**src/hdl/pgca_ram.sv**
```systemverilog
`default_nettype none

module pgca_ram #(
    parameter int WIDTH = 8,
    parameter int DEPTH = 256
) (
    input  wire logic                     i_clk,
    input  wire logic                     i_we,
    input  wire logic [$clog2(DEPTH)-1:0] i_waddr,
    input  wire logic [WIDTH-1:0]         i_wdata,
    input  wire logic                     i_re,
    input  wire logic [$clog2(DEPTH)-1:0] i_raddr,
    output logic      [WIDTH-1:0]         o_rdata
);

    logic [WIDTH-1:0] r_mem [DEPTH];

    always_ff @(posedge i_clk) begin
        if (i_we) begin
            r_mem[i_waddr] <= i_wdata;
        end
        if (i_re) begin
            o_rdata <= r_mem[i_raddr];
        end
    end

endmodule

`default_nettype wire

```
**config.mk**
```make
export PLATFORM = sky130hd
export DESIGN_NAME = pgca_ram
export DESIGN_NICKNAME = d
export VERILOG_FILES = /design/src/hdl/pgca_ram.sv
export SDC_FILE = /design/constraint.sdc
export NUM_CORES = 2
export LEC_CHECK = 0
export BUFFER_PORTS_ARGS = -buffer_cell sky130_fd_sc_hd__clkbuf_2
export CELL_PAD_IN_SITES_DETAIL_PLACEMENT = 0
export CELL_PAD_IN_SITES_GLOBAL_PLACEMENT = 1
export CORE_MARGIN = 2
export CORE_UTILIZATION = 51
export DETAILED_ROUTE_END_ITERATION = 8
export PLACE_DENSITY_LB_ADDON = 0.3
export SLEW_MARGIN = 20
export SYNTH_ARGS = -nofsm -noshare
export SYNTH_HDL_FRONTEND = slang
export SYNTH_SLANG_ARGS = --single-unit
```
**constraint.sdc**
```tcl
create_clock -name i_clk -period 2.4 [get_ports i_clk]
set_clock_uncertainty 0.2 [all_clocks]
set_input_delay 0.12 -clock i_clk [delete_from_list [all_inputs] [get_ports i_clk]]
set_output_delay 0.12 -clock i_clk [all_outputs]
set_load 0.02 [all_outputs]
```
==> implementation parameters <==
Parameter                              Value

Run status
  Outcome    finished, violations left
  Violated checks    setup timing

Hold path
  Worst hold endpoint    r_mem[74][1]
  Hold/Removal Path Class    in2reg
  Hold-critical path depth    2
  Start point of the worst hold path    i_wdata[1]

Global routing
  Number of antenna violations at the first check in global routing    6
  Remaining global-route overflow    0
  Global router's overall resource usage    25.25%
  First-pass GRT wire length    286.3 mm
  Pin count of the biggest net entering global routing    101
  Vias in the first global route    41003

Floorplanning
  Horiz. Die Dim    399.2 um
  Area of the placeable core    155700 um2
  Num rows    145
  I/O pin count    35
  Die outline area    159300 um2
  Starting utilization of the core area    51.16%
  Height of the chip    399.2 um

Routing
  Number of iterations in the first detailed-routing pass    5
  Total number of vias    41138
  Top layer in use    met5
  Remaining number of nets flagged by the antenna check after routing    0
  M1 wire length    80.03 mm
  Final wirelength    198.8 mm
  Number of vias per cell    6.123
  Met2 WL post-DR    95.44 mm
  Wire length on met3    17.55 mm
  DR iter-0 viols    4787
  Average wire length per cell after detail routing    29.58 um
  Number of design rule violations left after detail routing    0

Cells and area
  Number of cells in the finished layout apart from fillers    6719
  P&R area growth vs syn    19.46%
  Area taken by flip-flops and latches    61740 um2
  Area of the multi-input gates    17020 um2
  Filler cell count    10909
  Final layout net count    4525
  Fraction of final layout cells sized beyond drive strength 1    34.21%
  Utilization of the core after routing    61.12%

Setup path
  Element type at the critical path end    register
  Critical Path AT    2.95 ns
  Setup CP Type    reg2reg
  Setup slack of the most critical reg-to-reg path    -0.16 ns
  Critical path's most frequent cell    sky130_fd_sc_hd__mux4_2
  Maximum single-stage delay on the critical path    0.54 ns
  Capturing point of the worst reg2reg path    o_rdata[0]
  Critical R2R Launch    r_mem[83][0]
  R2r worst-path depth    6
  Critical path startpoint category    register
  Required time reported for the critical path endpoint    2.80 ns
  Cell with the largest stage delay on the worst path    sky130_fd_sc_hd__mux4_2
  CP Max Fanout    1
  Chain of cells forming the critical path    mux4_2 -> mux4_2 -> nor2b_1 -> nor4_1 -> buf_4 -> nor4_2

Pwr
  Overall Power    0.07550 W
  Maximum vdd drop    0.8096 mV
  Pwr per Cell Area    793.6 nW/um2
  Leak    30.96 nW

Logic synthesis
  Synth Area in Simple Gates    2.625%
  Synth area leader    sky130_fd_sc_hd__edfxtp_1
  List of most frequent post-synthesis cells    2056 x sky130_fd_sc_hd__edfxtp_1, 454 x sky130_fd_sc_hd__mux4_2, 282 x sky130_fd_sc_hd__nor2_1
  Cells taking the most area after synthesis    sky130_fd_sc_hd__edfxtp_1 78%, sky130_fd_sc_hd__mux4_2 13%, sky130_fd_sc_hd__mux2i_1 1.7%
  Net Count, Synth    3760
  Mean post-synth cell area    21.33 um2
  Netlist area before placement    79640 um2
  Top-area cell type share of the netlist area    77.53%
  Post-synthesis async set-or-reset flop share    0%
  Combinational family with the most area after synthesis    multiplexers
  Multiplexer fraction of the synthesized cell area    14.60%
  Post-synthesis share of cell area spent on full adders, half adders and majority gates    0%
  Most common flop cell mapped by yosys    sky130_fd_sc_hd__edfxtp_1
  Post-synthesis share of cell area spent on xor and xnor gates    0%
  Most instantiated library cell after synthesis    sky130_fd_sc_hd__edfxtp_1
  Post-synthesis compound-gate area fraction    3.416%
  Number of enable-type register cells in the synthesized netlist    2056
  Post-Synthesis Cells    3733
  Sequential cell area fraction in the yosys report    77.53%
  FF+latch count, synth    2056
  Number of unique standard cell types used by synthesis    54
  Syn. warnings    0

Timing
  Share of the clock period used by the worst path    106.5%
  Least-Margin Pin Slew    0.8736 ns
  RSZ-0062 raised after global routing    yes
  Number of failing hold endpoints at the final stage    0
  Worst relative slew slack    41.57%
  Setup violations, final    7
  Final period demand of the worst path    2.556 ns
  Achievable frequency    391.3 MHz
  Final setup margin    -0.1557 ns
  Final-report max-slew violation count    0
  Accumulated negative setup slack    -0.7724 ns

CTS
  Worst-Skew Late Latency    0.85 ns
  Total number of clock tree sinks    2056
  Root Driver    sky130_fd_sc_hd__clkbuf_16
  Worst-path clk slew    0.06 ns
  TritonCTS clock tree    done
  CTS buffer count    202
  Maximum level of the CTS H-tree    4
  Maximum buffer depth of the clock tree    3

Placement
  Quantity of I/O buffers inserted on ports    34
  Cell count after placement    6333
  Routability-driven placement congestion ratio    0.8693
  Detailed placement HPWL    128.2 mm

Job
  Reported max-cap violation count    0
==> metal layers <==
metal  global-route usage, %  vias up
li1                        -    17253
met1                   35.79    21668
met2                   39.39     1879
met3                   5.709      334
met4                   8.143        4
met5                       0        -
==> report_power, final <==
part	internal [W]	switching, W
registers	0.0396	0.0000589
logic	0.00184	0.00256
clock network	0.0180	0.0134
total	0.0594	0.0161
==> how the worst max path moves through the flow <==
stage	start	end	slack (ns)	cells past startpoint
after global routing	r_mem[139][0]	o_rdata[0]	-0.22	7
after CTS	r_mem[139][0]	o_rdata[0]	-0.22	7
after floorplan	i_raddr[0]	o_rdata[2]	0.004	9
after global placement	i_raddr[0]	o_rdata[3]	-1.28	10
final	r_mem[83][0]	o_rdata[0]	-0.16	6
after detailed placement	i_raddr[0]	o_rdata[3]	-1.28	10
==> cell type report <==
type | instances | share of cell area [%]
tap | 2058 | 2.707
multi-input combinational | 1442 | 17.89
inverter | 2 | 0.007891
antenna | 1 | 0.002630
clock buffer | 254 | 5.541
timing repair buffer | 794 | 7.586
sequential | 2056 | 64.90
clock inverter | 112 | 1.370
==> stage by stage <==
step	hold WS (ns)	cell area [um2]	setup slack, ns
2_1_floorplan	0.01887	79640	0.003870
3_3_place_gp	0.2509	87800	-1.280
3_5_place_dp	0.2507	87800	-1.277
4_1_cts	0.05079	94920	-0.2155
5_1_grt	0.07810	95130	-0.2188
6_report	0.09138	95140	-0.1557
==> layout by cell type, fill, tap and decap left out, types with 13 or more instances in the layout <==
| master | n |
|---|---|
| sky130_fd_sc_hd__nand3_1 | 31 |
| sky130_fd_sc_hd__nor4_2 | 14 |
| sky130_fd_sc_hd__buf_12 | 93 |
| sky130_fd_sc_hd__a22oi_1 | 122 |
| sky130_fd_sc_hd__clkbuf_2 | 22 |
| sky130_fd_sc_hd__o22ai_1 | 28 |
| sky130_fd_sc_hd__clkinv_1 | 41 |
| sky130_fd_sc_hd__buf_4 | 642 |
| sky130_fd_sc_hd__clkbuf_1 | 51 |
| sky130_fd_sc_hd__edfxtp_1 | 2056 |
| sky130_fd_sc_hd__nor3_1 | 13 |
| sky130_fd_sc_hd__clkbuf_16 | 203 |
| sky130_fd_sc_hd__nor2_1 | 274 |
| sky130_fd_sc_hd__dlygate4sd3_1 | 22 |
| sky130_fd_sc_hd__nand2_1 | 33 |
| sky130_fd_sc_hd__mux4_2 | 456 |
| sky130_fd_sc_hd__mux2i_1 | 134 |
| sky130_fd_sc_hd__nor2b_1 | 27 |
| sky130_fd_sc_hd__bufinv_16 | 22 |
| sky130_fd_sc_hd__clkinv_2 | 27 |
| sky130_fd_sc_hd__a21oi_1 | 91 |
| sky130_fd_sc_hd__o221ai_1 | 44 |
==> critical path, delay by kind of cell, from the launching register on <==
family                 cells  cell delay, ns
muxes                      2            1.05
DFF                        1            0.38
and+or+nand+nor            3            0.48
buffers and inverters      1            0.19
==> flip-flops by register name, summed over array words and instances (netlist names) <==
name,flops
r_mem,2048
o_rdata,8
==> timing repair <==
item	4_1_cts	5_1_grt
hold buffers	22	0
setup endpoints to repair	8	8
buffers inserted	0	0
pin swaps	21	28
hold endpoints to repair	2830	0
gates resized for setup	60	42
==> kinds of logic (layout without fill, tap and decap cells) <==
group / after synthesis / count (layout)
DFF: 2056 / 2056
AOI/OAI and AO/OA: 385 / 385
other: 0 / 1
buffers and inverters: 235 / 1162
muxes: 591 / 591
and+or+nand+nor: 466 / 466
Power figures use the tool's default switching activity.
