### config.mk
export PLATFORM = sky130hd
export DESIGN_NAME = pgca_saturate
export DESIGN_NICKNAME = d
export VERILOG_FILES = /design/src/hdl/pgca_pkg.sv /design/src/hdl/pgca_saturate.sv
export SDC_FILE = /design/constraint.sdc
export NUM_CORES = 2
export LEC_CHECK = 0
export BUFFER_PORTS_ARGS = -buffer_cell sky130_fd_sc_hd__buf_2
export CAP_MARGIN = 20
export CORE_MARGIN = 1.5
export CORE_UTILIZATION = 30
export DETAILED_ROUTE_END_ITERATION = 6
export PLACE_DENSITY_LB_ADDON = 0.2
export SLEW_MARGIN = 20
export SYNTH_ARGS = -nofsm -noshare
export SYNTH_HDL_FRONTEND = slang
export SYNTH_SLANG_ARGS = --single-unit
### constraint.sdc
create_clock -name i_clk -period 14.93 [get_ports i_clk]
set_input_delay 2.2395 -clock i_clk [delete_from_list [all_inputs] [get_ports i_clk]]
set_output_delay 2.2395 -clock i_clk [all_outputs]
set_load 0.03 [all_outputs]
### src/hdl/pgca_pkg.sv
`default_nettype none

package pgca_pkg;

    // command codes
    localparam logic CMD_PIXEL = 1'b0;
    localparam logic CMD_TABLE = 1'b1;

    // gamma table channel codes
    localparam logic [1:0] CH_RED   = 2'd0;
    localparam logic [1:0] CH_GREEN = 2'd1;
    localparam logic [1:0] CH_BLUE  = 2'd2;

    // register map (index = paddr[3:2])
    localparam int          ADDR_W       = 4;
    localparam logic [1:0]  REG_LUT_EN   = 2'd0;
    localparam logic [1:0]  REG_BRIGHT   = 2'd1;
    localparam logic [1:0]  REG_CONTRAST = 2'd2;
    localparam logic [1:0]  REG_SAT      = 2'd3;

    localparam int BYTE_W    = 8;
    localparam int TBL_DEPTH = 256;

    // datapath widths
    localparam int FAC_W     = 9;   // 100 + pct
    localparam int NUM_W     = 18;  // contrast numerator
    localparam int X2_W      = 11;  // contrast result
    localparam int LUM_W     = 21;  // luminance * 1000
    localparam int DIFF_W    = 22;  // 1000*x - lum
    localparam int SAT_W     = 32;  // saturation numerator
    localparam int SAT_MAG_W = 25;  // numerator below the clamp limit

    // divide by 100: floor(a * 167773 / 2^24), exact for a < 199728
    localparam logic [17:0] DIV100_MUL = 18'd167773;
    localparam int          DIV100_SH  = 24;

    // divide by 100000: floor(a * 43980466 / 2^42), exact for a < 2^25
    localparam logic [25:0] DIV1E5_MUL = 26'd43980466;
    localparam int          DIV1E5_SH  = 42;

    // numerators at or above this give 256 or more
    localparam logic signed [SAT_W-1:0] SAT_CLAMP_NUM = 32'sd25600000;

    localparam logic signed [LUM_W-1:0] LUM_R_COEF = 21'sd299;
    localparam logic signed [LUM_W-1:0] LUM_G_COEF = 21'sd587;
    localparam logic signed [LUM_W-1:0] LUM_B_COEF = 21'sd114;

    typedef struct packed {
        logic s1;
        logic s2;
        logic s3;
        logic s4;
        logic s5;
        logic s6;
    } t_stage_en;

    typedef struct packed {
        logic              fe;
        logic [BYTE_W-1:0] a;
        logic [BYTE_W-1:0] r;
        logic [BYTE_W-1:0] g;
        logic [BYTE_W-1:0] b;
    } t_side;

    // (100 + pct), pct signed 8 bit
    function automatic logic signed [FAC_W-1:0] pct_factor(input logic signed [7:0] pct);
        return $signed({pct[7], pct}) + 9'sd100;
    endfunction

endpackage

`default_nettype wire

### src/hdl/pgca_saturate.sv
`default_nettype none

module pgca_saturate (
    input  wire logic                                  i_clk,
    input  wire pgca_pkg::t_stage_en                   i_en,
    input  wire logic signed [pgca_pkg::X2_W-1:0]      i_x2,
    input  wire logic signed [pgca_pkg::LUM_W-1:0]     i_lum,
    input  wire logic signed [7:0]                     i_sat,
    input  wire logic [pgca_pkg::BYTE_W-1:0]           i_x_byp,
    input  wire logic                                  i_adj_on,
    output logic [pgca_pkg::BYTE_W-1:0]                o_y
);
    import pgca_pkg::*;

    logic signed [DIFF_W-1:0]  n_diff;
    logic signed [FAC_W-1:0]   n_k;
    logic signed [SAT_W-1:0]   n_num;
    logic signed [SAT_W-1:0]   r_num;
    logic [50:0]               n_scaled;
    logic [BYTE_W-1:0]         n_sat;
    logic [BYTE_W-1:0]         n_y;
    logic [BYTE_W-1:0]         r_y;

    // stage 5: 100*L + (100 + S) * (1000*x - L)
    always_comb begin
        n_k    = pct_factor(i_sat);
        n_diff = DIFF_W'(i_x2) * 22'sd1000 - DIFF_W'(i_lum);
        n_num  = SAT_W'(n_diff) * SAT_W'(n_k) + SAT_W'(i_lum) * 32'sd100;
    end

    // stage 6: divide by 100000 and clamp; negative gives 0; bypass byte when adjust is off
    always_comb begin
        n_scaled = r_num[SAT_MAG_W-1:0] * DIV1E5_MUL;
        priority if (r_num[SAT_W-1]) begin
            n_sat = '0;
        end else if (r_num >= SAT_CLAMP_NUM) begin
            n_sat = '1;
        end else begin
            n_sat = n_scaled[DIV1E5_SH +: BYTE_W];
        end
        n_y = i_adj_on ? n_sat : i_x_byp;
    end

    always_ff @(posedge i_clk) begin
        if (i_en.s5) begin
            r_num <= n_num;
        end
        if (i_en.s6) begin
            r_y <= n_y;
        end
    end

    assign o_y = r_y;

endmodule

`default_nettype wire

==> key figures <==
Outcome
  – Outcome: finished clean

Route
  – Final ANT Viol Nets: 0
  – Final WL: 61.15 mm
  – Drt drc: 0
  – DR pass1 iterations: 5
  – Vias/cell: 4.472
  – DR vias: 17,280
  – DR WL/cell: 15.83 microns
  – Initial DRC count: 586

Global route
  – First-pass GRT wire length: 101.6 mm
  – GRT Residual Overflow: 0
  – Vias in the first global route: 19,540
  – Largest net degree at the start of global routing: 33
  – Initial antenna violation count: 1
  – GRT Util Overall: 14.92%

Floorplan
  – # rows: 106
  – Die area: 86,440 sq um
  – Initial Util: 30.36%
  – Core box area: 83,690 sq um
  – DIE HEIGHT: 294.0 microns
  – Die width: 294.0 microns
  – Top Ports: 64

Synthesis
  – Syn Area/Cell: 9.494 sq um
  – Post-synth EDFFs: 40
  – #FFs+latches synth: 40
  – Post-Synthesis Cells: 2,676
  – Seq/Total Area, Yosys: 4.728%
  – Yosys warnings: 0
  – Synth cell types: 59
  – Async set-reset flop share out of synthesis: 0%
  – Prevailing post-synth register cell: edfxtp_1
  – Syn Nets: 3,731
  – Largest cells by area after synthesis: fa_1, ha_1, inv_1, edfxtp_1, xnor2_1
  – Post-synth top area share: 39.40%
  – Post-Syn Area: 25,410 sq um
  – Leading area contributor after synthesis: fa_1

Cells and area
  – Area of the multi-input gates: 21,100 sq um
  – FILL cells: 8,738
  – Total area of sequential cells: 1201 sq um
  – Final Cell Area: 27,300 sq um
  – P&R area growth vs syn: 7.451%
  – Final Util: 32.62%
  – Layout cells sized above 1: 3.261%
  – Nets: 3,784

Timing
  – Final Critical Period: 13.24 ns
  – Slew HR: 33.38%
  – Total negative slack: 0 ns
  – Unrepaired setup endpoints after global routing: false
  – Tightest Pin Transition: 0.9921 ns
  – Pins Over Slew Limit: 0
  – F_max: 0.07554 GHz
  – Clk_skew: 0.004593 ns
  – Final count of hold timing violations: 0
  – Ratio of final minimum period to clock period: 88.67%
  – Final setup viols: 0

Critical path
  – Max FO, Critical Path: 9
  – WS Path Type: in -> reg
  – Crit path required time: 14.99 ns
  – Worst path arrival time: 13.29 ns
  – Crit start category: input port
  – CP max stage cell: xnor2_1
  – CP max stage delay: 0.69 ns
  – Critical path capture point type: flip-flop

Clocking
  – Root Buffer Master: clkbuf_16
  – Post-CTS setup buffer count: 0
  – Clock transition at path regs: 0.06 ns
  – Hold-fix buffers, CTS: 0
  – Worst-skew pair later-pin latency: 0.30 ns
  – CTS Buffer Depth: 2
  – TritonCTS clock tree: built
  – H-tree levels: 2
  – Clock sink count: 40
  – # resized after CTS: 0
  – Num CTS Buffers: 5

Hold path
  – Tightest Hold Check Type: reg -> reg

Place
  – HPWL Detailed: 54.42 mm
  – Final Wtd Congestion: 0.8353
  – Port Buffers: 59
  – Placement Cell Area: 27,110 sq um

Job
  – Maximum Capacitance Violations: 0
## area by class of cell
cell class,instances,area share (%)
Antenna cell,1,0.009166
Clock buffer,5,0.4583
Clock inverter,2,0.2200
Inverter,808,11.11
Multi-Input combinational cell,1806,77.28
Sequential cell,40,4.400
Tap cell,1134,5.197
Timing Repair Buffer,68,1.329
## stage by stage
step / setup WS, ns / hold WS (ns) / cells
2_1_floorplan: 3.166 / 0.7043 / 2676
3_3_place_gp: 1.554 / 0.8493 / 3856
3_5_place_dp: 1.358 / 0.8361 / 3856
4_1_cts: 1.652 / 0.8599 / 3863
5_1_grt: 1.014 / 0.8940 / 3864
6_report: 1.692 / 0.8344 / 3864
## worst paths after layout
kind / start / endpoint / cells after the start / slack, ns
setup / recovery: i_x2[2] / r_num[29]$_DFFE_PP_ / 42 / 1.69
hold / removal: r_num[31]$_DFFE_PP_ / o_y[7]$_DFFE_PP_ / 3 / 0.83
setup reg to reg: r_num[12]$_DFFE_PP_ / o_y[7]$_DFFE_PP_ / 18 / 6.85
hold reg to reg: r_num[31]$_DFFE_PP_ / o_y[7]$_DFFE_PP_ / 3 / 0.83
## registers in the layout (all words and copies together) (netlist names)
signal and flops:
o_y 8, r_num 32
## worst max-delay path: cells and delay by family
family | cells | cell delay [ns]
xor gates and xnor gates | 3 | 0.94
and+or+nand+nor | 5 | 1.31
buffers and inverters | 9 | 0.66
adders and majority gates | 12 | 5.29
AOI/OAI and AO/OA | 13 | 2.86
## cell usage in the layout (no fill, tap or decap), drive strengths merged, types with 28 or more instances in the layout
master / count
inv: 808
fa: 500
ha: 499
nand2: 135
a21oi: 86
xnor2: 79
nor2: 78
buf: 68
and2: 53
a21o: 47
o21ai: 43
edfxtp: 40
xor2: 37
nand2b: 34
nor3: 28
## Yosys cell counts, types with 4 or more instances
cell / count
a31oi_1: 5
o21a_1: 14
a22oi_1: 8
fa_1: 500
and2_1: 53
nor2b_1: 8
nor3_1: 28
nor2_1: 78
clkbuf_1: 21
inv_1: 808
a21oi_1: 86
edfxtp_1: 40
o22ai_1: 6
nand2_1: 135
and3_1: 8
nand4_1: 13
nand3_1: 24
o21bai_1: 12
nor4_1: 8
nand2b_1: 34
or2_2: 6
xor2_1: 37
o2111ai_1: 4
xnor2_1: 79
a21o_1: 47
a21boi_0: 4
o211ai_1: 7
or3_1: 11
a211oi_1: 10
o21ai_0: 41
ha_1: 499
## layer usage
layer	global-route usage [%]	part of all wire, %	vias up	wire length, microns
li1	-	-	8348	-
met1	18.88	45	8697	27410
met2	27.67	51	189	31250
met3	0.8912	2.0	46	1220
met4	3.307	2.1	0	1265
met5	0	0	-	0
## cell families (layout without fill, tap and decap cells)
kind of cell	after synthesis	after routing	synth area share (%)
fa+ha+maj	999	999	63.97
buf+inv	830	883	12.27
simple gates	418	418	8.022
compound gates	270	270	6.895
xor+xnor	116	116	3.999
flops	40	40	4.728
mux	3	3	0.1182
other cells	0	1	0
Power is not shown: default switching activity piles up to over one toggle a cycle in this logic, so the estimate is an artifact.
