`src/hdl/pgca_pkg.sv`:
```
`default_nettype none

package pgca_pkg;

    // command codes
    localparam logic CMD_PIXEL = 1'b0;
    localparam logic CMD_TABLE = 1'b1;

    // gamma table channel codes
    localparam logic [1:0] CH_RED   = 2'd0;
    localparam logic [1:0] CH_GREEN = 2'd1;
    localparam logic [1:0] CH_BLUE  = 2'd2;

    // register map (index = paddr[3:2])
    localparam int          ADDR_W       = 4;
    localparam logic [1:0]  REG_LUT_EN   = 2'd0;
    localparam logic [1:0]  REG_BRIGHT   = 2'd1;
    localparam logic [1:0]  REG_CONTRAST = 2'd2;
    localparam logic [1:0]  REG_SAT      = 2'd3;

    localparam int BYTE_W    = 8;
    localparam int TBL_DEPTH = 256;

    // datapath widths
    localparam int FAC_W     = 9;   // 100 + pct
    localparam int NUM_W     = 18;  // contrast numerator
    localparam int X2_W      = 11;  // contrast result
    localparam int LUM_W     = 21;  // luminance * 1000
    localparam int DIFF_W    = 22;  // 1000*x - lum
    localparam int SAT_W     = 32;  // saturation numerator
    localparam int SAT_MAG_W = 25;  // numerator below the clamp limit

    // divide by 100: floor(a * 167773 / 2^24), exact for a < 199728
    localparam logic [17:0] DIV100_MUL = 18'd167773;
    localparam int          DIV100_SH  = 24;

    // divide by 100000: floor(a * 43980466 / 2^42), exact for a < 2^25
    localparam logic [25:0] DIV1E5_MUL = 26'd43980466;
    localparam int          DIV1E5_SH  = 42;

    // numerators at or above this give 256 or more
    localparam logic signed [SAT_W-1:0] SAT_CLAMP_NUM = 32'sd25600000;

    localparam logic signed [LUM_W-1:0] LUM_R_COEF = 21'sd299;
    localparam logic signed [LUM_W-1:0] LUM_G_COEF = 21'sd587;
    localparam logic signed [LUM_W-1:0] LUM_B_COEF = 21'sd114;

    typedef struct packed {
        logic s1;
        logic s2;
        logic s3;
        logic s4;
        logic s5;
        logic s6;
    } t_stage_en;

    typedef struct packed {
        logic              fe;
        logic [BYTE_W-1:0] a;
        logic [BYTE_W-1:0] r;
        logic [BYTE_W-1:0] g;
        logic [BYTE_W-1:0] b;
    } t_side;

    // (100 + pct), pct signed 8 bit
    function automatic logic signed [FAC_W-1:0] pct_factor(input logic signed [7:0] pct);
        return $signed({pct[7], pct}) + 9'sd100;
    endfunction

endpackage

`default_nettype wire

```
`src/hdl/pgca_contrast.sv`:
```
`default_nettype none

module pgca_contrast (
    input  wire logic                                  i_clk,
    input  wire pgca_pkg::t_stage_en                   i_en,
    input  wire logic [pgca_pkg::BYTE_W-1:0]           i_x,
    input  wire logic signed [7:0]                     i_bright,
    input  wire logic signed [7:0]                     i_contrast,
    output logic signed [pgca_pkg::X2_W-1:0]           o_x2
);
    import pgca_pkg::*;

    logic signed [9:0]         n_t;
    logic signed [FAC_W-1:0]   n_k;
    logic signed [18:0]        n_prod;
    logic signed [NUM_W-1:0]   n_num;
    logic signed [NUM_W-1:0]   r_num;
    logic                      n_neg;
    logic [NUM_W-2:0]          n_mag;
    logic [34:0]               n_scaled;
    logic [X2_W-1:0]           n_quo;
    logic signed [X2_W-1:0]    n_x2;
    logic signed [X2_W-1:0]    r_x2;

    // stage 2: (x + B - 128) * (100 + C) + 12800
    always_comb begin
        n_t    = $signed({2'b00, i_x}) + $signed({{2{i_bright[7]}}, i_bright}) - 10'sd128;
        n_k    = pct_factor(i_contrast);
        n_prod = 19'(n_t) * 19'(n_k);
        n_num  = NUM_W'(n_prod + 19'sd12800);
    end

    // stage 3: truncating divide by 100 on the magnitude
    always_comb begin
        n_neg    = r_num[NUM_W-1];
        n_mag    = n_neg ? (NUM_W-1)'(-r_num) : (NUM_W-1)'(r_num);
        n_scaled = n_mag * DIV100_MUL;
        n_quo    = n_scaled[DIV100_SH +: X2_W];
        n_x2     = n_neg ? -$signed(n_quo) : $signed(n_quo);
    end

    always_ff @(posedge i_clk) begin
        if (i_en.s2) begin
            r_num <= n_num;
        end
        if (i_en.s3) begin
            r_x2 <= n_x2;
        end
    end

    assign o_x2 = r_x2;

endmodule

`default_nettype wire

```
`config.mk`:
```
export PLATFORM = sky130hd
export DESIGN_NAME = pgca_contrast
export DESIGN_NICKNAME = d
export VERILOG_FILES = /design/src/hdl/pgca_pkg.sv /design/src/hdl/pgca_contrast.sv
export SDC_FILE = /design/constraint.sdc
export NUM_CORES = 1
export LEC_CHECK = 0
export BUFFER_PORTS_ARGS = -buffer_cell sky130_fd_sc_hd__buf_2
export CAP_MARGIN = 20
export CORE_MARGIN = 5
export CORE_UTILIZATION = 51
export CTS_BUF_LIST = sky130_fd_sc_hd__clkbuf_2 sky130_fd_sc_hd__clkbuf_4 sky130_fd_sc_hd__clkbuf_8
export CTS_CLUSTER_SIZE = 20
export DETAILED_ROUTE_END_ITERATION = 12
export GPL_ROUTABILITY_DRIVEN = 0
export PLACE_DENSITY = 0.72
export SLEW_MARGIN = 0
export SYNTH_ARGS = -nofsm -noshare
export SYNTH_HDL_FRONTEND = slang
export SYNTH_SLANG_ARGS = --single-unit
```
`constraint.sdc`:
```
create_clock -name i_clk -period 10.9 [get_ports i_clk]
set_input_delay 2.18 -clock i_clk [delete_from_list [all_inputs] [get_ports i_clk]]
set_output_delay 2.18 -clock i_clk [all_outputs]
set_load 0.02 [all_outputs]
```
==> impl_metrics.env, run 1 <==
export IMPL_status="finished, final reports clean"
export IMPL_synth_top_cell_by_area="fa_1"
export IMPL_crit_required_ps=10930
export IMPL_ctsLongestPathBuffers=2
export IMPL_syn_avg_cell_area_um2=9.76
export IMPL_grt_max_degree=27
export IMPL_finalMaxSlewViolations=0
export IMPL_grt_usage_pct=16.9
export IMPL_die_y_um=152
export IMPL_ant_nets=0
export IMPL_ys_ff_latch=29
export IMPL_ys_async_sr_fraction_pct=0
export IMPL_cts_sinks=29
export IMPL_cp_max_fo=9
export IMPL_critical_path_class="in -> reg"
export IMPL_holdPathEnd="o_x2[1]"
export IMPL_syn_area_mm2=0.0103
export IMPL_rows=52
export IMPL_worst_slew_pin_slew_ps=932
export IMPL_r2r_slack_ps=2580
export IMPL_ys_top_cells_by_count="303 x inv_1, 194 x ha_1, 182 x fa_1"
export IMPL_yosys_cell_count_top_type="inv_1"
export IMPL_synth_main_ff_cell="edfxtp_1"
export IMPL_r2r_end="o_x2[10]"
export IMPL_cts_setup_buffers=0
export IMPL_maxCapViolCount=0
export IMPL_fin_skew_ps=7.37
export IMPL_cts_hold_buf=0
export IMPL_dr_total_vias=6785
export IMPL_min_period_ps=8960
export IMPL_grt_setup_unrepaired="false"
export IMPL_hold_path_class="reg -> reg"
export IMPL_synth_fp_nets=1465
export IMPL_layout_drive_gt1_share_pct=5.84
export IMPL_hold_start="r_num[17]"
export IMPL_antenna_found_initial=0
export IMPL_synth_seq_area_share_pct=8.44
export IMPL_cts_buffers=5
export IMPL_syn_to_final_growth_pct=5.65
export IMPL_hpwl_mm=17.1
export IMPL_grt_pass1_vias=7244
export IMPL_whs_path_depth=1
export IMPL_insertion_delay_ps=290
export IMPL_vias_per_cell=4.97
export IMPL_overflow=0
export IMPL_endpoint_kind="register"
export IMPL_num_antenna_cells=0
export IMPL_timing_fmax_mhz=112
export IMPL_wire_per_inst_um=13.7
export IMPL_postCtsResizedCells=0
export IMPL_drt_wl_total_mm=18.6
export IMPL_fp_coreArea_mm2=0.0201
export IMPL_dr_pass1_iters=4
export IMPL_synth_edf_count=29
export IMPL_finalSetupViolations=0
export IMPL_grt_pass1_wl_mm=33.0
export IMPL_setup_tns_ps=0
export IMPL_portBuffers=37
export IMPL_tritoncts="yes"
export IMPL_drt_iter0_markers=173
export IMPL_ys_types=48
export IMPL_cts_max_level=2
export IMPL_clk_pin_slew_ps=60
export IMPL_fin_nets=1502
export IMPL_max_slew_margin_pct=37.7
export IMPL_yosys_warnings=0
export IMPL_reg2reg_from="r_num[0]"
export IMPL_start_kind="input pin"
export IMPL_synthTopCellsByArea="fa_1 35%, ha_1 24%, inv_1 11%"
export IMPL_hold_viol_final=0
export IMPL_die_width_um=152
export IMPL_root_buffer="clkbuf_8"
export IMPL_crit_arrival_ps=8990
export IMPL_syn_inst=1058
export IMPL_drc_errors=0
export IMPL_netlist_area_leader_share_pct=35.3
export IMPL_ioPinCount=42
export IMPL_period_share_pct=82.2
export IMPL_ff2ff_path_depth=27
export IMPL_die_area_mm2=0.0232
export IMPL_start_util_pct=51.3
==> worst max-delay path, stage by stage <==
cell	delay, ps
buf_2	100
ha_1	270
ha_1	160
inv_1	60
fa_1	420
inv_1	80
a21oi_1	50
o21bai_1	270
a21oi_1	110
o21bai_1	210
xor2_1	560
nand2_1	160
fa_1	520
inv_1	50
fa_1	540
fa_1	450
fa_1	520
fa_1	490
ha_1	350
a21oi_1	260
o21bai_1	100
a21oi_1	240
o21bai_1	90
a21oi_1	230
nor2b_1	70
o21ai_0	210
a21oi_1	110
xnor2_1	140
==> metal layers <==
layer | vias to the layer above | share of wire [%] | global-route usage (%)
li1 | 3333 | - | -
met1 | 3308 | 45 | 22.6
met2 | 115 | 49 | 29.5
met3 | 29 | 3.4 | 1.68
met4 | 0 | 2.0 | 4.20
met5 | - | 0 | 0
==> cell type report <==
cell class / count / area [um2]
Clock buffer: 6 / 76.3
Clock inverter: 1 / 3.75
Fill cell: 1789 / 9200
Inverter: 303 / 1140
Multi-Input combinational cell: 717 / 8280
Sequential cell: 29 / 871
Tap cell: 270 / 338
Timing Repair Buffer: 39 / 200
==> state kept, by name (all words and copies together) (netlist names) <==
signal,count
r_num,18
o_x2,11
==> cell usage in the layout (no fill, tap or decap), drive strengths merged, types with 2 or more instances in the layout <==
cell / synthesis / layout
ha: 194 / 194
xor2: 18 / 18
clkbuf: 7 / 6
or2: 8 / 8
o41ai: 5 / 5
a211oi: 2 / 2
buf: 2 / 39
or3: 6 / 6
edfxtp: 29 / 29
a221oi: 2 / 2
o31ai: 6 / 6
nand2b: 24 / 24
fa: 182 / 182
nor3: 7 / 7
nand3: 4 / 4
and2: 29 / 29
mux2i: 4 / 4
nor2b: 6 / 6
a21o: 9 / 9
a21oi: 24 / 24
nor2: 24 / 24
a31oi: 5 / 5
o21bai: 9 / 9
nand2: 62 / 62
o21ai: 19 / 19
xnor2: 52 / 52
o2111ai: 2 / 2
o21a: 3 / 3
inv: 303 / 303
and3: 3 / 3
==> worst max-delay path by stage <==
stage | slack, ps | cells past startpoint | end | start
floorplan | 2310 | 27 | r_num[16] | i_x[1]
detailed placement | 1600 | 28 | r_num[16] | i_x[1]
finish | 1940 | 28 | r_num[17] | i_x[1]
global placement | 1690 | 28 | r_num[16] | i_x[1]
CTS | 1900 | 28 | r_num[16] | i_x[1]
global route | 1410 | 28 | r_num[17] | i_x[1]
==> cell families after synthesis <==
logic type,Yosys count,synth area share (%)
simple gates,176,8.61
fa+ha+maj,376,58.8
buf+inv,312,11.4
xor+xnor,70,5.94
mux,4,0.388
flops,29,8.44
compound gates,91,6.45
==> metrics by stage <==
stage	hold slack (ps)	instances	area [um2]	setup slack, ps	util (%)
2_1_floorplan	805	1058	10300	2310	-
3_3_place_gp	1100	1358	10800	1690	53.8
3_5_place_dp	1110	1358	10800	1600	53.8
4_1_cts	1120	1365	10900	1900	54.2
5_1_grt	1190	1365	10900	1410	54.2
6_report	1110	1365	10900	1940	54.2
Power of run 1 is left out: the tool's default activity adds up to more than one toggle a clock period on the data nets, which glitch-free logic cannot reach.
==> inputs of run 2 (changes only) <==
--- a/config.mk
+++ b/config.mk
@@ -13,7 +13,7 @@
 export CTS_CLUSTER_SIZE = 20
 export DETAILED_ROUTE_END_ITERATION = 12
 export GPL_ROUTABILITY_DRIVEN = 0
-export PLACE_DENSITY = 0.72
+export PLACE_DENSITY = 0.74
 export SLEW_MARGIN = 0
 export SYNTH_ARGS = -nofsm -noshare
 export SYNTH_HDL_FRONTEND = slang
==> constraint.sdc (replaced) <==
create_clock -name i_clk -period 7.25 [get_ports i_clk]
set_input_delay 1.45 -clock i_clk [delete_from_list [all_inputs] [get_ports i_clk]]
set_output_delay 1.45 -clock i_clk [all_outputs]
set_load 0.02 [all_outputs]
==> impl_metrics.env, run 2 (synthesis results as in run 1) <==
export IMPL_num_antenna_cells=0
export IMPL_grt_max_degree=19
export IMPL_fin_skew_ps=10.0
export IMPL_final_cell_mix="280 x inv_1, 178 x buf_4, 175 x fa_1"
export IMPL_max_slew_margin_pct=49.5
export IMPL_cts_hold_buf=0
export IMPL_r2r_slack_ps=-260
export IMPL_critPathTopFamily="adder cells"
export IMPL_final_cells=1550
export IMPL_fp_coreArea_mm2=0.0201
export IMPL_vias_per_cell=5.04
export IMPL_crit_arrival_ps=7560
export IMPL_layout_drive_gt1_share_pct=29.6
export IMPL_fin_ws_ps=-256
export IMPL_maxCapViolCount=0
export IMPL_hpwl_mm=19.0
export IMPL_die_width_um=152
export IMPL_cp_max_fo=5
export IMPL_layout_commonest_cell="inv_1"
export IMPL_start_kind="register"
export IMPL_endpoint_kind="register"
export IMPL_overflow=0
export IMPL_critPathBufInv=8
export IMPL_min_period_ps=7510
export IMPL_grt_pass1_vias=8563
export IMPL_dr_pass1_iters=7
export IMPL_dr_total_vias=7817
export IMPL_cts_buffers=5
export IMPL_ff2ff_path_depth=32
export IMPL_critPathMaxStageDelay_ps=560
export IMPL_hold_viol_final=0
export IMPL_worst_slew_pin_slew_ps=755
export IMPL_cts_max_level=2
export IMPL_ctsLongestPathBuffers=2
export IMPL_cp_slowest_cell="fa_1"
export IMPL_start_util_pct=51.3
export IMPL_cts_sinks=29
export IMPL_hold_path_class="reg -> reg"
export IMPL_portBuffers=37
export IMPL_dp_cells=1505
export IMPL_wire_per_inst_um=15.5
export IMPL_drt_wl_total_mm=24.0
export IMPL_clk_pin_slew_ps=70
export IMPL_drc_errors=0
export IMPL_whs_path_depth=2
export IMPL_die_y_um=152
export IMPL_grt_pass1_wl_mm=38.9
export IMPL_fin_nets=1686
export IMPL_ant_nets=0
export IMPL_fillCellCount=1478
export IMPL_grt_usage_pct=20.1
export IMPL_tritoncts="yes"
export IMPL_finalSetupViolations=8
export IMPL_cp_depth=32
export IMPL_ioPinCount=42
export IMPL_top_register="r_num"
export IMPL_status="finished, violations left"
export IMPL_root_buffer="clkbuf_8"
export IMPL_insertion_delay_ps=300
export IMPL_critical_path_class="reg -> reg"
export IMPL_rows=52
export IMPL_violations="negative setup slack"
export IMPL_finalMaxSlewViolations=0
export IMPL_timing_fmax_mhz=133
export IMPL_period_share_pct=104
export IMPL_crit_required_ps=7300
export IMPL_drt_iter0_markers=285
export IMPL_grt_setup_unrepaired="true"
export IMPL_largest_register_ffs=18
export IMPL_syn_to_final_growth_pct=27.8
export IMPL_die_area_mm2=0.0232
export IMPL_antenna_found_initial=0
## run 2: path summary, 6_finish.rpt
| path | startpoint | to |
|---|---|---|
| max | r_num[4] | o_x2[10] |
| min reg2reg | r_num[17] | o_x2[1] |
| max reg2reg | r_num[4] | o_x2[10] |
| min | r_num[17] | o_x2[1] |
## run 2: repair_timing
action	CTS	global route
setup endpoints to repair	13	13
resized for setup	71	66
pin swaps	44	55
buffers inserted	21	17
## run 2: through the flow
stage / utilization, % / hold WS [ps] / setup slack [ps] / TNS (ps) / cell area (um2)
floorplan: - / 840 / -260 / -603 / 10600
global placement: 60.5 / 905 / -385 / -3050 / 12200
detailed placement: 60.5 / 919 / -478 / -4280 / 12200
CTS: 63.6 / 979 / -128 / -199 / 12800
global route: 65.6 / 1080 / -548 / -4360 / 13200
finish: 65.6 / 1060 / -256 / -1140 / 13200
## run 2: cell type report
| cell class | instances | area [um2] | area share (%) |
|---|---|---|---|
| inverter | 303 | 1140 | 8.62 |
| multi-input combinational | 717 | 9110 | 69.1 |
| clock buffer | 6 | 76.3 | 0.578 |
| sequential | 29 | 871 | 6.60 |
| clock inverter | 2 | 33.8 | 0.256 |
| tap | 270 | 338 | 2.56 |
| timing repair buffer | 223 | 1620 | 12.3 |
## run 2: layer usage
metal,vias up,global-route usage [%],part of all wire (%)
li1,3698,-,-
met1,3902,24.4,40
met2,159,36.4,53
met3,58,2.95,3.8
met4,0,6.76,3.1
met5,-,0,0
## run 2: tightest hold or removal path: stages, from the launching register on
cell,delay [ps]
edfxtp_1,510
buf_4,280
o21ai_1,160
Power of run 2 is left out for the same reason.
==> inputs of run 3 (changes only) <==
--- a/config.mk
+++ b/config.mk
@@ -5,6 +5,7 @@
 export SDC_FILE = /design/constraint.sdc
 export NUM_CORES = 1
 export LEC_CHECK = 0
+export ABC_AREA = 1
 export BUFFER_PORTS_ARGS = -buffer_cell sky130_fd_sc_hd__buf_2
 export CAP_MARGIN = 20
 export CORE_MARGIN = 5
==> impl_metrics.env, run 3 <==
export IMPL_status="finished, final reports clean"
export IMPL_die_y_um=159
export IMPL_dr_total_vias=9158
export IMPL_synth_edf_count=29
export IMPL_synth_fp_nets=1761
export IMPL_portBuffers=37
export IMPL_syn_area_mm2=0.0113
export IMPL_endpoint_kind="register"
export IMPL_num_antenna_cells=0
export IMPL_ys_async_sr_fraction_pct=0
export IMPL_cts_sinks=29
export IMPL_syn_inst=1354
export IMPL_yosys_warnings=0
export IMPL_cp_max_fo=5
export IMPL_hold_path_class="reg -> reg"
export IMPL_ff2ff_path_depth=37
export IMPL_grt_setup_unrepaired="true"
export IMPL_synth_main_ff_cell="edfxtp_1"
export IMPL_min_period_ps=7140
export IMPL_tritoncts="yes"
export IMPL_whs_path_depth=4
export IMPL_cp_startpoint="r_num[0]"
export IMPL_fin_skew_ps=11.9
export IMPL_largest_register_ffs=18
export IMPL_drc_errors=0
export IMPL_ioPinCount=42
export IMPL_layout_commonest_cell="inv_1"
export IMPL_fillCellCount=1721
export IMPL_reg2reg_from="r_num[0]"
export IMPL_timing_fmax_mhz=140
export IMPL_hold_start="r_num[17]"
export IMPL_wire_per_inst_um=15.7
export IMPL_hpwl_mm=23.2
export IMPL_rows=54
export IMPL_grt_pass1_vias=9258
export IMPL_ys_types=49
export IMPL_final_util_pct=61.6
export IMPL_antenna_found_initial=0
export IMPL_critPathMaxStageDelay_ps=610
export IMPL_hold_viol_final=0
export IMPL_yosys_cell_count_top_type="inv_1"
export IMPL_syn_avg_cell_area_um2=8.33
export IMPL_die_width_um=159
export IMPL_clk_pin_slew_ps=80
export IMPL_root_buffer="clkbuf_8"
export IMPL_syn_to_final_growth_pct=19.1
export IMPL_ant_nets=0
export IMPL_start_kind="register"
export IMPL_final_cell_mix="363 x inv_1, 211 x nand2_1, 174 x fa_1"
export IMPL_crit_arrival_ps=7180
export IMPL_ctsLongestPathBuffers=2
export IMPL_overflow=0
export IMPL_period_share_pct=98.4
export IMPL_drt_iter0_markers=728
export IMPL_vias_per_cell=5.14
export IMPL_grt_usage_pct=21.0
export IMPL_cts_max_level=2
export IMPL_path_common_cell="nand2_1"
export IMPL_layout_drive_gt1_share_pct=21.8
export IMPL_start_util_pct=51.7
export IMPL_top_register="r_num"
export IMPL_crit_required_ps=7290
export IMPL_drt_wl_total_mm=27.9
export IMPL_insertion_delay_ps=300
export IMPL_maxCapViolCount=0
export IMPL_synth_top_cell_by_area="fa_1"
export IMPL_die_area_mm2=0.0252
export IMPL_grt_max_degree=19
export IMPL_synth_seq_area_share_pct=7.72
export IMPL_cp_slowest_cell="fa_2"
export IMPL_ys_top_cells_by_count="378 x inv_1, 228 x nand2_1, 194 x ha_1"
export IMPL_finalSetupViolations=0
export IMPL_worst_slew_pin_slew_ps=494
export IMPL_ys_ff_latch=29
export IMPL_grt_pass1_wl_mm=44.2
export IMPL_netlist_area_leader_share_pct=32.3
export IMPL_finalMaxSlewViolations=0
export IMPL_dr_pass1_iters=5
export IMPL_cts_buffers=5
export IMPL_fp_coreArea_mm2=0.0218
export IMPL_synthTopCellsByArea="fa_1 32%, ha_1 22%, inv_1 13%"
export IMPL_whs_ps=908
export IMPL_max_slew_margin_pct=66.8
export IMPL_fin_nets=1907
export IMPL_critical_path_class="reg -> reg"
## run 3: cell count changes in the layout (fill, tap and decap cells not counted), sizes merged, moves of 9 or more
cell / change
inv: +83
nor2: +77
xnor2: -39
nand4: +9
nand3: +29
nand2b: -24
nand2: +179
buf: -78
and2: -28
xor2: +20
a21oi: +24
## run 3: cells by family (layout without fill, tap and decap cells)
| logic type | Yosys count | count (layout) | share of synthesized area, % |
|---|---|---|---|
| and+or+nand+nor | 411 | 411 | 15.8 |
| DFF | 29 | 29 | 7.72 |
| buffers and inverters | 393 | 540 | 13.2 |
| AOI/OAI and AO/OA | 94 | 94 | 5.06 |
| xor gates and xnor gates | 51 | 51 | 4.39 |
| adders and majority gates | 376 | 376 | 53.8 |
## run 3: timing repair
action,CTS,global route
hold endpoints to repair,0,0
setup buffers,1,24
hold buffers,0,0
setup endpoints to repair,5,17
resized for setup,14,148
pin swaps,7,106
## run 3: layout make-up
cell class / instances / area, um2 / share of cell area (%)
clock buffer: 5 / 68.8 / 0.512
clock inverter: 3 / 17.5 / 0.130
inverter: 387 / 1470 / 10.9
multi-input combinational: 932 / 9630 / 71.6
sequential: 29 / 871 / 6.48
tap: 280 / 350 / 2.61
timing repair buffer: 145 / 1040 / 7.73
## run 3: path summary, 6_finish.rpt
| kind | end | slack [ps] |
|---|---|---|
| hold / removal | o_x2[4] | 910 |
| hold reg to reg | o_x2[4] | 910 |
| setup reg to reg | o_x2[6] | 110 |
| setup / recovery | o_x2[6] | 110 |
## run 3: layer usage
layer / up-vias / global-route usage [%] / wire (um)
met2: 352 / 33.9 / 13000
li1: 4369 / - / -
met3: 50 / 3.89 / 2200
met1: 4387 / 29.6 / 12100
met4: 0 / 5.01 / 618
met5: - / 0 / 0
## run 3: worst max-delay path: cells and delay by family, from the launching register on
family | cells | cell delay (ps)
buf+inv | 8 | 710
fa+ha+maj | 8 | 3120
simple gates | 16 | 1700
compound gates | 1 | 60
xor+xnor | 4 | 800
flops | 1 | 430
## run 3: per-stage QoR
stage / setup TNS (ps) / cells / cell area [um2] / setup WS [ps]
3_5_place_dp: -1500 / 1749 / 12400 / -367
6_report: 0 / 1781 / 13400 / 114
5_1_grt: -1000 / 1781 / 13400 / -222
4_1_cts: 0 / 1758 / 12600 / 2.72
2_1_floorplan: 0 / 1354 / 11300 / 22.6
3_3_place_gp: -1010 / 1749 / 12400 / -285
Power of run 3 is left out for the same reason.
